## src/npps_pkg.sv

```systemverilog
// ----------------------------------------------------------------------------
// npps_pkg: shared types and constants of the priority scheduler
// Transfer item formats, descriptor store layout, controller/datapath links.
// ----------------------------------------------------------------------------
package npps_pkg;

  // sizing
  localparam int MaxProcs  = 16;
  localparam int TimeBits  = 16;
  localparam int IdxW      = (MaxProcs > 1) ? $clog2(MaxProcs) : 1;
  localparam int CntW      = $clog2(MaxProcs + 1);
  localparam int ArrW      = 16;
  localparam int PriW      = 8;
  localparam int TimeW     = 21;
  localparam int SumW      = 25;
  localparam int PidW      = 7;

  localparam logic [TimeW-1:0] TimeMax  = {TimeW{1'b1}};
  localparam logic [SumW-1:0]  SumMax   = {SumW{1'b1}};
  localparam logic [ArrW-1:0]  TimeMask =
      (TimeBits >= ArrW) ? {ArrW{1'b1}} : ArrW'((32'd1 << TimeBits) - 32'd1);

  // input transfer
  typedef struct packed {
    logic [ArrW-1:0] arrival_time;
    logic [ArrW-1:0] burst_time;
    logic [PriW-1:0] priority_req;
    logic            last_process;
  } in_item_t;

  // output transfer
  typedef struct packed {
    logic [PidW-1:0]  process_id;
    logic [TimeW-1:0] start_time;
    logic [TimeW-1:0] finish_time;
    logic [TimeW-1:0] turnaround;
    logic [TimeW-1:0] waiting;
    logic [SumW-1:0]  total_waiting;
    logic [SumW-1:0]  total_turnaround;
    logic             last_result;
  } out_item_t;

  // one stored descriptor
  typedef struct packed {
    logic [ArrW-1:0] arrival;
    logic [ArrW-1:0] burst;
    logic [PriW-1:0] prio;
  } desc_t;

  localparam int DescW = $bits(desc_t);

  // controller -> datapath
  typedef struct packed {
    logic load;       // input transfer taken
    logic scan_init;  // restart selection scan
    logic rd_en;      // issue next store read
    logic adv_time;   // jump time to next arrival
    logic emit;       // build result from best entry
    logic clear;      // end of set, back to reset values
  } ctrl_cmd_t;

  // datapath -> controller
  typedef struct packed {
    logic rd_last;    // read issued at last loaded entry
    logic found;      // some arrived entry is pending
    logic all_done;   // every loaded entry dispatched
  } ctrl_sts_t;

endpackage

```

## src/npps_ram.sv

```systemverilog
// ----------------------------------------------------------------------------
// npps_ram: generic single-port-write RAM
// One write port, one read port, read data registered.
// ----------------------------------------------------------------------------
module npps_ram #(
  parameter int Width = 8,
  parameter int Depth = 16
) (
  input  logic                                      clk_i,
  input  logic                                      we_i,
  input  logic [((Depth > 1) ? $clog2(Depth) : 1)-1:0] waddr_i,
  input  logic [Width-1:0]                          wdata_i,
  input  logic                                      re_i,
  input  logic [((Depth > 1) ? $clog2(Depth) : 1)-1:0] raddr_i,
  output logic [Width-1:0]                          rdata_o
);

  logic [Width-1:0] mem_q [Depth];
  logic [Width-1:0] rdata_q;

  // write port
  always_ff @(posedge clk_i) begin
    if (we_i) begin
      mem_q[waddr_i] <= wdata_i;
    end
  end

  // registered read
  always_ff @(posedge clk_i) begin
    if (re_i) begin
      rdata_q <= mem_q[raddr_i];
    end
  end

  assign rdata_o = rdata_q;

endmodule

```

## src/npps_ctrl.sv

```systemverilog
// ----------------------------------------------------------------------------
// npps_ctrl: scheduler sequencer
// Load, scan, drain, decide and output phases; drives the datapath commands.
// ----------------------------------------------------------------------------
module npps_ctrl (
  input  logic                 clk_i,
  input  logic                 rst_ni,
  input  logic                 in_valid_i,
  input  logic                 in_last_i,
  output logic                 in_ready_o,
  output logic                 out_valid_o,
  input  logic                 out_ready_i,
  input  npps_pkg::ctrl_sts_t  sts_i,
  output npps_pkg::ctrl_cmd_t  cmd_o
);
  import npps_pkg::*;

  typedef enum logic [4:0] {
    S_LOAD   = 5'b00001,
    S_SCAN   = 5'b00010,
    S_DRAIN  = 5'b00100,
    S_DECIDE = 5'b01000,
    S_OUT    = 5'b10000
  } state_e;

  state_e state_q, state_d;

  // next state and commands
  always_comb begin
    state_d = state_q;
    cmd_o   = '0;
    unique case (state_q)
      S_LOAD: begin
        if (in_valid_i) begin
          cmd_o.load = 1'b1;
          if (in_last_i) begin
            cmd_o.scan_init = 1'b1;
            state_d         = S_SCAN;
          end
        end
      end
      S_SCAN: begin
        cmd_o.rd_en = 1'b1;
        if (sts_i.rd_last) begin
          state_d = S_DRAIN;
        end
      end
      S_DRAIN: begin
        state_d = S_DECIDE;
      end
      S_DECIDE: begin
        if (sts_i.found) begin
          cmd_o.emit = 1'b1;
          state_d    = S_OUT;
        end else begin
          cmd_o.adv_time  = 1'b1;
          cmd_o.scan_init = 1'b1;
          state_d         = S_SCAN;
        end
      end
      S_OUT: begin
        if (out_ready_i) begin
          if (sts_i.all_done) begin
            cmd_o.clear = 1'b1;
            state_d     = S_LOAD;
          end else begin
            cmd_o.scan_init = 1'b1;
            state_d         = S_SCAN;
          end
        end
      end
      default: begin
        state_d = S_LOAD;
      end
    endcase
  end

  always_ff @(posedge clk_i or negedge rst_ni) begin
    if (!rst_ni) begin
      state_q <= S_LOAD;
    end else begin
      state_q <= state_d;
    end
  end

  assign in_ready_o  = (state_q == S_LOAD);
  assign out_valid_o = (state_q == S_OUT);

endmodule

```

## src/npps_dp.sv

```systemverilog
// ----------------------------------------------------------------------------
// npps_dp: scheduler datapath
// Descriptor store, done flags, selection scan, time and sum arithmetic.
// ----------------------------------------------------------------------------
module npps_dp (
  input  logic                 clk_i,
  input  logic                 rst_ni,
  input  npps_pkg::ctrl_cmd_t  cmd_i,
  input  npps_pkg::in_item_t   in_data_i,
  output npps_pkg::ctrl_sts_t  sts_o,
  output npps_pkg::out_item_t  out_data_o
);
  import npps_pkg::*;

  logic [CntW-1:0]     loaded_q, loaded_d;
  logic [CntW-1:0]     done_cnt_q, done_cnt_d;
  logic [MaxProcs-1:0] done_q, done_d;
  logic [TimeW-1:0]    cur_time_q, cur_time_d;
  logic [SumW-1:0]     wait_sum_q, wait_sum_d;
  logic [SumW-1:0]     tat_sum_q, tat_sum_d;
  logic [IdxW-1:0]     rd_idx_q, rd_idx_d;
  logic [IdxW-1:0]     cmp_idx_q;
  logic                cmp_vld_q, cmp_vld_d;
  logic                found_q, found_d;
  logic [TimeW-1:0]    next_arr_q, next_arr_d;
  logic [IdxW-1:0]     best_idx_q, best_idx_d;
  desc_t               best_q, best_d;
  out_item_t           out_q;

  logic                full;
  desc_t               wr_desc;
  desc_t               rd_desc;
  logic [TimeW-1:0]    rd_arr;
  logic [TimeW:0]      fin_sum;
  logic [TimeW-1:0]    finish;
  logic [TimeW-1:0]    best_arr;
  logic [TimeW-1:0]    tat;
  logic [TimeW-1:0]    wt;
  logic [SumW:0]       wsum_raw;
  logic [SumW:0]       tsum_raw;
  logic [SumW-1:0]     wsum_sat;
  logic [SumW-1:0]     tsum_sat;

  assign full = (loaded_q == CntW'(MaxProcs));

  // masked descriptor on load
  assign wr_desc.arrival = in_data_i.arrival_time & TimeMask;
  assign wr_desc.burst   = in_data_i.burst_time & TimeMask;
  assign wr_desc.prio    = in_data_i.priority_req;

  npps_ram #(
    .Width(DescW),
    .Depth(MaxProcs)
  ) u_store (
    .clk_i  (clk_i),
    .we_i   (cmd_i.load && !full),
    .waddr_i(loaded_q[IdxW-1:0]),
    .wdata_i(wr_desc),
    .re_i   (cmd_i.rd_en),
    .raddr_i(rd_idx_q),
    .rdata_o(rd_desc)
  );

  assign rd_arr = TimeW'(rd_desc.arrival);

  // result arithmetic for the chosen entry
  assign best_arr = TimeW'(best_q.arrival);
  assign fin_sum  = {1'b0, cur_time_q} + (TimeW + 1)'(best_q.burst);
  assign finish   = fin_sum[TimeW] ? TimeMax : fin_sum[TimeW-1:0];
  assign tat      = finish - best_arr;
  assign wt       = cur_time_q - best_arr;
  assign wsum_raw = {1'b0, wait_sum_q} + (SumW + 1)'(wt);
  assign tsum_raw = {1'b0, tat_sum_q} + (SumW + 1)'(tat);
  assign wsum_sat = wsum_raw[SumW] ? SumMax : wsum_raw[SumW-1:0];
  assign tsum_sat = tsum_raw[SumW] ? SumMax : tsum_raw[SumW-1:0];

  // next-state logic
  always_comb begin
    loaded_d   = loaded_q;
    done_cnt_d = done_cnt_q;
    done_d     = done_q;
    cur_time_d = cur_time_q;
    wait_sum_d = wait_sum_q;
    tat_sum_d  = tat_sum_q;
    rd_idx_d   = rd_idx_q;
    cmp_vld_d  = cmd_i.rd_en;
    found_d    = found_q;
    next_arr_d = next_arr_q;
    best_idx_d = best_idx_q;
    best_d     = best_q;

    // load a descriptor; a full store drops it
    if (cmd_i.load && !full) begin
      loaded_d               = loaded_q + CntW'(1);
      done_d[loaded_q[IdxW-1:0]] = 1'b0;
    end

    // read address walk
    if (cmd_i.rd_en) begin
      rd_idx_d = rd_idx_q + IdxW'(1);
    end

    // compare one entry per cycle
    if (cmp_vld_q && !done_q[cmp_idx_q]) begin
      if (rd_arr <= cur_time_q) begin
        if (!found_q || (rd_desc.prio < best_q.prio)) begin
          found_d    = 1'b1;
          best_idx_d = cmp_idx_q;
          best_d     = rd_desc;
        end
      end else if (rd_arr < next_arr_q) begin
        next_arr_d = rd_arr;
      end
    end

    // no arrival yet: jump to the earliest pending one
    if (cmd_i.adv_time) begin
      cur_time_d = next_arr_q;
    end

    // dispatch the chosen entry
    if (cmd_i.emit) begin
      cur_time_d         = finish;
      done_d[best_idx_q] = 1'b1;
      done_cnt_d         = done_cnt_q + CntW'(1);
      wait_sum_d         = wsum_sat;
      tat_sum_d          = tsum_sat;
    end

    if (cmd_i.scan_init) begin
      rd_idx_d   = '0;
      cmp_vld_d  = 1'b0;
      found_d    = 1'b0;
      next_arr_d = TimeMax;
    end

    if (cmd_i.clear) begin
      loaded_d   = '0;
      done_cnt_d = '0;
      done_d     = '0;
      cur_time_d = '0;
      wait_sum_d = '0;
      tat_sum_d  = '0;
    end
  end

  // control state
  always_ff @(posedge clk_i or negedge rst_ni) begin
    if (!rst_ni) begin
      loaded_q   <= '0;
      done_cnt_q <= '0;
      done_q     <= '0;
      cur_time_q <= '0;
      wait_sum_q <= '0;
      tat_sum_q  <= '0;
      rd_idx_q   <= '0;
      cmp_vld_q  <= 1'b0;
      found_q    <= 1'b0;
    end else begin
      loaded_q   <= loaded_d;
      done_cnt_q <= done_cnt_d;
      done_q     <= done_d;
      cur_time_q <= cur_time_d;
      wait_sum_q <= wait_sum_d;
      tat_sum_q  <= tat_sum_d;
      rd_idx_q   <= rd_idx_d;
      cmp_vld_q  <= cmp_vld_d;
      found_q    <= found_d;
    end
  end

  // payload registers
  always_ff @(posedge clk_i) begin
    cmp_idx_q  <= rd_idx_q;
    next_arr_q <= next_arr_d;
    best_idx_q <= best_idx_d;
    best_q     <= best_d;
    if (cmd_i.emit) begin
      out_q.process_id       <= PidW'(best_idx_q) + PidW'(1);
      out_q.start_time       <= cur_time_q;
      out_q.finish_time      <= finish;
      out_q.turnaround       <= tat;
      out_q.waiting          <= wt;
      out_q.total_waiting    <= wsum_sat;
      out_q.total_turnaround <= tsum_sat;
      out_q.last_result      <= ((done_cnt_q + CntW'(1)) == loaded_q);
    end
  end

  assign sts_o.rd_last  = (rd_idx_q == IdxW'(loaded_q - CntW'(1)));
  assign sts_o.found    = found_q;
  assign sts_o.all_done = (done_cnt_q == loaded_q);
  assign out_data_o     = out_q;

endmodule

```

## src/nonpreemptive_priority_scheduler.sv

```systemverilog
// ----------------------------------------------------------------------------
// nonpreemptive_priority_scheduler: non-preemptive priority scheduler
// Loads process descriptors, then dispatches them lowest priority number
// first among arrived processes, one result per dispatch.
// ----------------------------------------------------------------------------
//  channel  | direction | handshake               | payload
//  ---------+-----------+-------------------------+---------------------------
//  in       | input     | in_valid_i / in_ready_o | in_data_i  (in_item_t)
//  out      | output    | out_valid_o/out_ready_i | out_data_o (out_item_t)
//
//  Loading accepts descriptors while ready is high; ready is low from the
//  final one until the last result of the set is taken.
//  Each dispatch scans the N stored entries through the store's single read
//  port, and a jump over idle time adds another scan before it; output
//  stalls add to the time that a set takes.
//  Reset clears the done flags, counters and sums; the store is not cleared.
//  A stalled result holds the scheduler in its output state.
// ----------------------------------------------------------------------------
module nonpreemptive_priority_scheduler (
  input  logic                 clk_i,
  input  logic                 rst_ni,
  input  logic                 in_valid_i,
  output logic                 in_ready_o,
  input  npps_pkg::in_item_t   in_data_i,
  output logic                 out_valid_o,
  input  logic                 out_ready_i,
  output npps_pkg::out_item_t  out_data_o
);
  import npps_pkg::*;

  ctrl_cmd_t cmd;
  ctrl_sts_t sts;

  npps_ctrl u_ctrl (
    .clk_i      (clk_i),
    .rst_ni     (rst_ni),
    .in_valid_i (in_valid_i),
    .in_last_i  (in_data_i.last_process),
    .in_ready_o (in_ready_o),
    .out_valid_o(out_valid_o),
    .out_ready_i(out_ready_i),
    .sts_i      (sts),
    .cmd_o      (cmd)
  );

  npps_dp u_dp (
    .clk_i     (clk_i),
    .rst_ni    (rst_ni),
    .cmd_i     (cmd),
    .in_data_i (in_data_i),
    .sts_o     (sts),
    .out_data_o(out_data_o)
  );

`ifndef NO_ASSERTIONS
  // loading and output never overlap
  a_no_overlap: assert property (@(posedge clk_i) disable iff (!rst_ni)
    !(in_ready_o && out_valid_o))
    else $error("input ready while a result is pending");

  // the final result of a set returns the block to loading
  a_last_reloads: assert property (@(posedge clk_i) disable iff (!rst_ni)
    (out_valid_o && out_ready_i && out_data_o.last_result) |=> in_ready_o)
    else $error("no return to loading after final result");

  // a process never finishes before it starts
  a_finish_order: assert property (@(posedge clk_i) disable iff (!rst_ni)
    out_valid_o |-> (out_data_o.finish_time >= out_data_o.start_time))
    else $error("finish time below start time");

  // waiting never exceeds turnaround
  a_wait_le_tat: assert property (@(posedge clk_i) disable iff (!rst_ni)
    out_valid_o |-> (out_data_o.waiting <= out_data_o.turnaround))
    else $error("waiting time above turnaround");
`endif

endmodule
```

## config.mk

```make
export PLATFORM = sky130hd
export DESIGN_NAME = nonpreemptive_priority_scheduler
export DESIGN_NICKNAME = d
export VERILOG_FILES = /design/src/npps_pkg.sv /design/src/npps_ram.sv /design/src/npps_ctrl.sv /design/src/npps_dp.sv /design/src/nonpreemptive_priority_scheduler.sv
export SDC_FILE = /design/constraint.sdc
export NUM_CORES = 1
export LEC_CHECK = 0
export ABC_AREA = 1
export BUFFER_PORTS_ARGS = -buffer_cell sky130_fd_sc_hd__clkbuf_2
export CORE_MARGIN = 5
export CORE_UTILIZATION = 50
export DETAILED_ROUTE_END_ITERATION = 10
export GPL_ROUTABILITY_DRIVEN = 0
export PLACE_DENSITY_LB_ADDON = 0.15
export SYNTH_ARGS = -nofsm -noshare
export SYNTH_HDL_FRONTEND = slang
export SYNTH_SLANG_ARGS = --single-unit
```

## constraint.sdc

```tcl
create_clock -name clk_i -period 6.8 [get_ports clk_i]
set_input_delay 1.02 -clock clk_i [delete_from_list [all_inputs] [get_ports clk_i]]
set_output_delay 1.02 -clock clk_i [all_outputs]
set_load 0.05 [all_outputs]
```

Yosys cells after proc, flatten, opt, wreduce, memory -nomap -nowiden
Memories as Yosys holds them, arrays and structs flattened. A register that Yosys moved wholly into a read port is not among the register bits.
Index checks and enable logic that the tools add are counted.
Widths: inputs -> output; s select.

storage, ports and cells
  bits in registers = 319
  bits in writable memories = 640
  bits of input ports = 45
  memories = 1

cells by class
  $add $sub $neg = 10
  magnitude comparators = 8
  equal/unequal tests = 13
  multiplexer cells = 52
  bitwise gates (word level) = 4
  reduce and logical (&&, ||, !) cells = 19

memories
  name                depth  width  read ports  clocked after memory_dff  write ports  line            source
  u_dp.u_store.mem_q  16     40     1           1                         1            npps_ram.sv:18  logic [Width-1:0] mem_q [Depth];

operator list
  operator             number
  $mux 25              6
  $mux 21              4
  $add 25x21->26       2
  $mux 16              3
  $mux 5               9
  $sub 21x16->21       2
  $pmux 5 s5           1
  $add 21x16->22       1
  $le 16x21->1         1
  $lt 16x21->1         1
  $mux 1               20
  $and 16x16->16       1
  $not 16->16          1
  $or 16x16->16        1
  $lt 4x5->1 const B   3
  $reduce_bool 2->1    6
  $add 5x1->5 const B  2
  $eq 5x5->1           2
  $eq 5x5->1 const B   2
  $reduce_and 3->1     3
  $demux 1 s4          2
  $ge 4x1->1 const B   2
  $lt 8x8->1           1
  $mux 4               2
  19 further kinds     28

Longest topological paths before layout
  depth after elaboration = 10
  depth in mapped cells = 37
  gate-level depth less buffers = 37

By module
Synthesis repeated with hierarchy kept, for this count alone.

second synthesis, totals
  cells, all modules = 4777
  area, all modules = 47310.4 µm²

by module, submodules not included
  module     times used  cells an instance  area each (µm²)  sequential area each (µm²)
  npps_ram   1           2643               28718.8          20419.6
  npps_dp    1           2085               18200.0          8523.2
  npps_ctrl  1           49                 391.6            126.4

Worst setup path after synthesis
OpenSTA, ideal clock, no wires.

  path kind = register to register
  from = reg u_ctrl.state_q[1]
  to = reg u_dp.out_q (netlist bit u_dp.out_data_o[0]), enable pin
  arrival = 5.062 ns
  required time = 6.241 ns
  slack = 1.179 ns
  stages on the path, launching flop included = 7
  path buffers = 1
  period minus slack after synthesis = 5.621 ns
  cells stage by stage = dfrtp_1 > nor2_1 > inv_2 > nor4_4 > inv_2 > nor2_4 > clkbuf_1

RTL lines
  what                      line             source
  start: declaration        npps_ctrl.sv:26  state_e state_q, state_d;
  start signal: assignment  npps_ctrl.sv:82  state_q <= state_d;
  end: declaration          npps_dp.sv:28    out_item_t out_q;

Final worst setup path
  from = reg u_dp.cur_time_q[9]
  to = reg u_dp.tat_sum_q[17]

between the ends
  word-level cells in the longest chain between the ends = 7

RTL lines
  what                      line            source
  start: declaration        npps_dp.sv:18   logic [TimeW-1:0] cur_time_q, cur_time_d;
  start signal: assignment  npps_dp.sv:163  cur_time_q <= cur_time_d;
  $add 21x16->22            npps_dp.sv:68   assign fin_sum = {1'b0, cur_time_q} + (TimeW + 1)'(best_q.burst);
  $mux 21                   npps_dp.sv:69   assign finish = fin_sum[TimeW] ? TimeMax : fin_sum[TimeW-1:0];
  $sub 21x16->21            npps_dp.sv:70   assign tat = finish - best_arr;
  net u_dp.tat[20]          npps_dp.sv:37   logic [TimeW-1:0] tat;
  $add 25x21->26            npps_dp.sv:73   assign tsum_raw = {1'b0, tat_sum_q} + (SumW + 1)'(tat);
  $mux 25                   npps_dp.sv:75   assign tsum_sat = tsum_raw[SumW] ? SumMax : tsum_raw[SumW-1:0];
  net u_dp.tsum_sat[17]     npps_dp.sv:42   logic [SumW-1:0] tsum_sat;
  $mux 25                   npps_dp.sv:122  if (cmd_i.emit) begin
  $mux 25                   npps_dp.sv:137  if (cmd_i.clear) begin
  end signal: assignment    npps_dp.sv:165  tat_sum_q <= tat_sum_d;
  end: declaration          npps_dp.sv:20   logic [SumW-1:0] tat_sum_q, tat_sum_d;

The timed path passes the listed nets, and every way through them passes these cells. The select of a mux whose other input is x is not followed.
A chain may end at the register's enable or synchronous reset.

==> summary.md <==
| Metric | Value |
|---|---|
| Status | finished, final reports clean |
| CTS Sinks | 993 |
| Ys Warns | 0 |
| Setup Skew | 0.0463 ns |
| Row count | 108 |
| Tmin final | 5.65 ns |
| Ys async rst share | 0.109 |
| Reg-to-reg critical path startpoint | u_dp.cur_time_q[9]$_DFFE_PN0P_ |
| Worst path max stage delay | 0.43 ns |
| Cell area power density | 511 nW/µm² |
| I/O pins | 189 |
| Top cells by count, synth | edfxtp_1, nand2_1, nor2_1 |
| First-pass GRT wire length | 174000 µm |
| Multi-input logic area | 13300 µm² |
| Flops & latches, synth | 993 |
| Met2 usage | 0.399 |
| Number of enable flip-flop cells after synthesis | 864 |
| Port bufs | 186 |
| Most frequent cell after synthesis | edfxtp_1 |
| Hold buffer count at cts | 0 |
| Vias per cell | 5.67 |
| Fill count | 7331 |
| RSZ-0062 raised after global routing | false |
| Die area | 94000 µm² |
| Gr usage total | 0.241 |
| Family with the most delay on the worst path | simple AND/OR/NAND/NOR gates |
| Total CTS buffers | 103 |
| Worst path slowest cell | dfrtp_1 |
| Pre-CTS setup slack | 1.23 ns |
| Power Total | 25300 µW |
| Cell count after synthesis | 3823 |
| Initial antenna violation count | 10 |
| Crit Path Max Fanout | 13 |
| CP Launch Type | flip-flop |
| Number of global-route vias before repair | 28300 |
| Initial Util | 0.505 |
| Reg-to-Reg End | u_dp.tat_sum_q[17]$_DFFE_PN0P_ |
| Routed WL | 116000 µm |
| Post-CTS Setup Repair Bufs | 0 |
| Final hold vios | 0 |
| Crit path arrival time | 6.24 ns |
| Final worst-path cycle share | 0.831 |
| Ys flop type | edfxtp_1 |
| DP HPWL | 69100 µm |
| Die Span Y | 307 µm |
| Top cells by area, synth | edfxtp_1, dfrtp_1, o21ai_0, nand2_1, ha_1 |
| Area grow syn2layout | 12.3% |
| Max Root-Sink Buffers | 3 |
| Rel. slew slack | 0.183 |
| Yosys top cell area share | 0.590 |
| Synthesized area | 44000 µm² |
| Mean Syn Cell Area | 11.5 µm² |
| Peak VDD IR | 0.517 mV |
| DIE WIDTH | 307 µm |
| Worst-case reg-to-reg path depth | 36 |
| Slew Limit Fails | 0 |
| Buf/Inv on CP | 6 |
| # nets final | 4172 |
| Setup ws final | 1.15 ns |
| Sequential fraction of the synthesis area | 0.661 |
| Setup tns final | 0 ns |
| Post-synth cell types | 53 |
| CP required | 7.39 ns |
| Remaining Overflow, GRT | 0 |
| Largest net degree at the start of global routing | 184 |
| Cell repeated most along the worst path | nand2_1 |
| Detailed-route DRC error count | 0 |
| Met1 Use GR | 0.328 |
| Post-CTS sizing | 0 |
| MaxCap Viol Count | 0 |
| Via Count | 29700 |
| Maximum clock frequency | 177 MHz |
| Leak pwr | 0.0185 µW |
| GR peak layer | met2 |
| Worst Hold Class | input port to async pin |
| WL/cell | 22.1 µm |
| DRT Pass-1 Iters | 5 |
| TritonCTS clock tree | done |
| Reg2reg setup slack | 1.15 ns |
| Kind of critical path | flip-flop to flip-flop |
| Reg area | 29100 µm² |
| GR Layer Usage met3 | 0.0425 |
| Area leader, netlist | edfxtp_1 |
| Skew-Pair Late Insertion Delay | 0.68 ns |
| Share of cells above drive strength 1 | 0.111 |
| Final setup violation count | 0 |
| Core footprint | 87000 µm² |
| ANT nets after route | 0 |
| Initial drt markers | 2582 |
| Worst-Margin Slew | 1.22 ns |
| CP Capture Type | flip-flop |
| Reg clk slew, reported paths | 0.06 ns |
| H-tree levels | 3 |
| Root Buffer Master | clkbuf_16 |
## layout by cell type, fill, tap and decap left out, drive strengths merged, types with 4 or more instances in the layout
master    n
edfxtp  864
nand2   548
nor2    466
o21ai   454
clkbuf  330
inv     279
nand3   179
a21oi   140
ha      138
o221ai  122
dfrtp   107
xor2     59
o22ai    51
o211ai   47
clkinv   42
buf      37
nand4    32
xnor2    28
nor3     25
or2      25
dfxtp    21
a21o     14
nor4     11
o21bai    9
nand3b    7
diode     6
a31oi     6
bufinv    6
o21a      5
fa        5
a21boi    4
## logic make-up after synthesis
group	Yosys count	share of synthesized area
fa+ha+maj	143	0.0415
buf+inv	446	0.0407
compound gates	854	0.114
xor+xnor	87	0.0173
simple gates	1299	0.125
flops	993	0.661
other cells	1	0.0000853
## final cells by class
class	count	share of cell area
Timing Repair Buffer	222	0.0246
Inverter	279	0.0215
Antenna cell	6	0.000304
Clock buffer	145	0.0577
Clock inverter	49	0.00925
Sequential cell	993	0.589
Multi-Input combinational cell	2385	0.268
Tap cell	1155	0.0293
## where the power goes
part | internal, µW | switching, µW | leakage (µW)
logic | 3710 | 7880 | 0.00792
registers | 7720 | 458 | 0.00903
clock network | 3160 | 2340 | 0.00161
total | 14600 | 10700 | 0.0185
## state kept, by name, indices dropped and copies added, names as in the netlist, 16 cells and up
register and count:
u_dp.u_store.rdata_o 40, u_dp.best_q 24, u_dp.cur_time_q 21, u_dp.out_data_o 140, u_dp.done_q 16, u_dp.wait_sum_q 25, u_dp.best_arr 16, u_dp.u_store.mem_q 640
u_dp.next_arr_q 17, u_dp.tat_sum_q 25
## metrics by stage
step	util	area (µm²)	hold slack, ns	std cells
2_1_floorplan	-	44000	0.345	3824
3_3_place_gp	0.529	46100	0.419	5034
3_5_place_dp	0.529	46100	0.417	5034
4_1_cts	0.567	49400	0.400	5228
5_1_grt	0.567	49400	0.430	5230
6_report	0.567	49400	0.412	5234
## worst max path at each step
stage	end	from	cells after the start
global placement	u_dp.tat_sum_q[17]$_DFFE_PN0P_	u_dp.cur_time_q[9]$_DFFE_PN0P_	36
detailed placement	u_dp.tat_sum_q[17]$_DFFE_PN0P_	u_dp.cur_time_q[10]$_DFFE_PN0P_	36
global route	u_dp.tat_sum_q[17]$_DFFE_PN0P_	u_dp.cur_time_q[9]$_DFFE_PN0P_	36
floorplan	u_dp.out_data_o[0]$_DFFE_PP_	u_ctrl.state_q[1]$_DFFE_PN0P_	6
CTS	u_dp.tat_sum_q[17]$_DFFE_PN0P_	u_dp.cur_time_q[10]$_DFFE_PN0P_	36
finish	u_dp.tat_sum_q[17]$_DFFE_PN0P_	u_dp.cur_time_q[9]$_DFFE_PN0P_	36
## routing by layer
layer,wire length [µm],share of wire
met5,34,0.00029
met4,3630,0.031
met3,7960,0.069
met2,55500,0.48
met1,48800,0.42
Power figures use the tool's default switching activity.
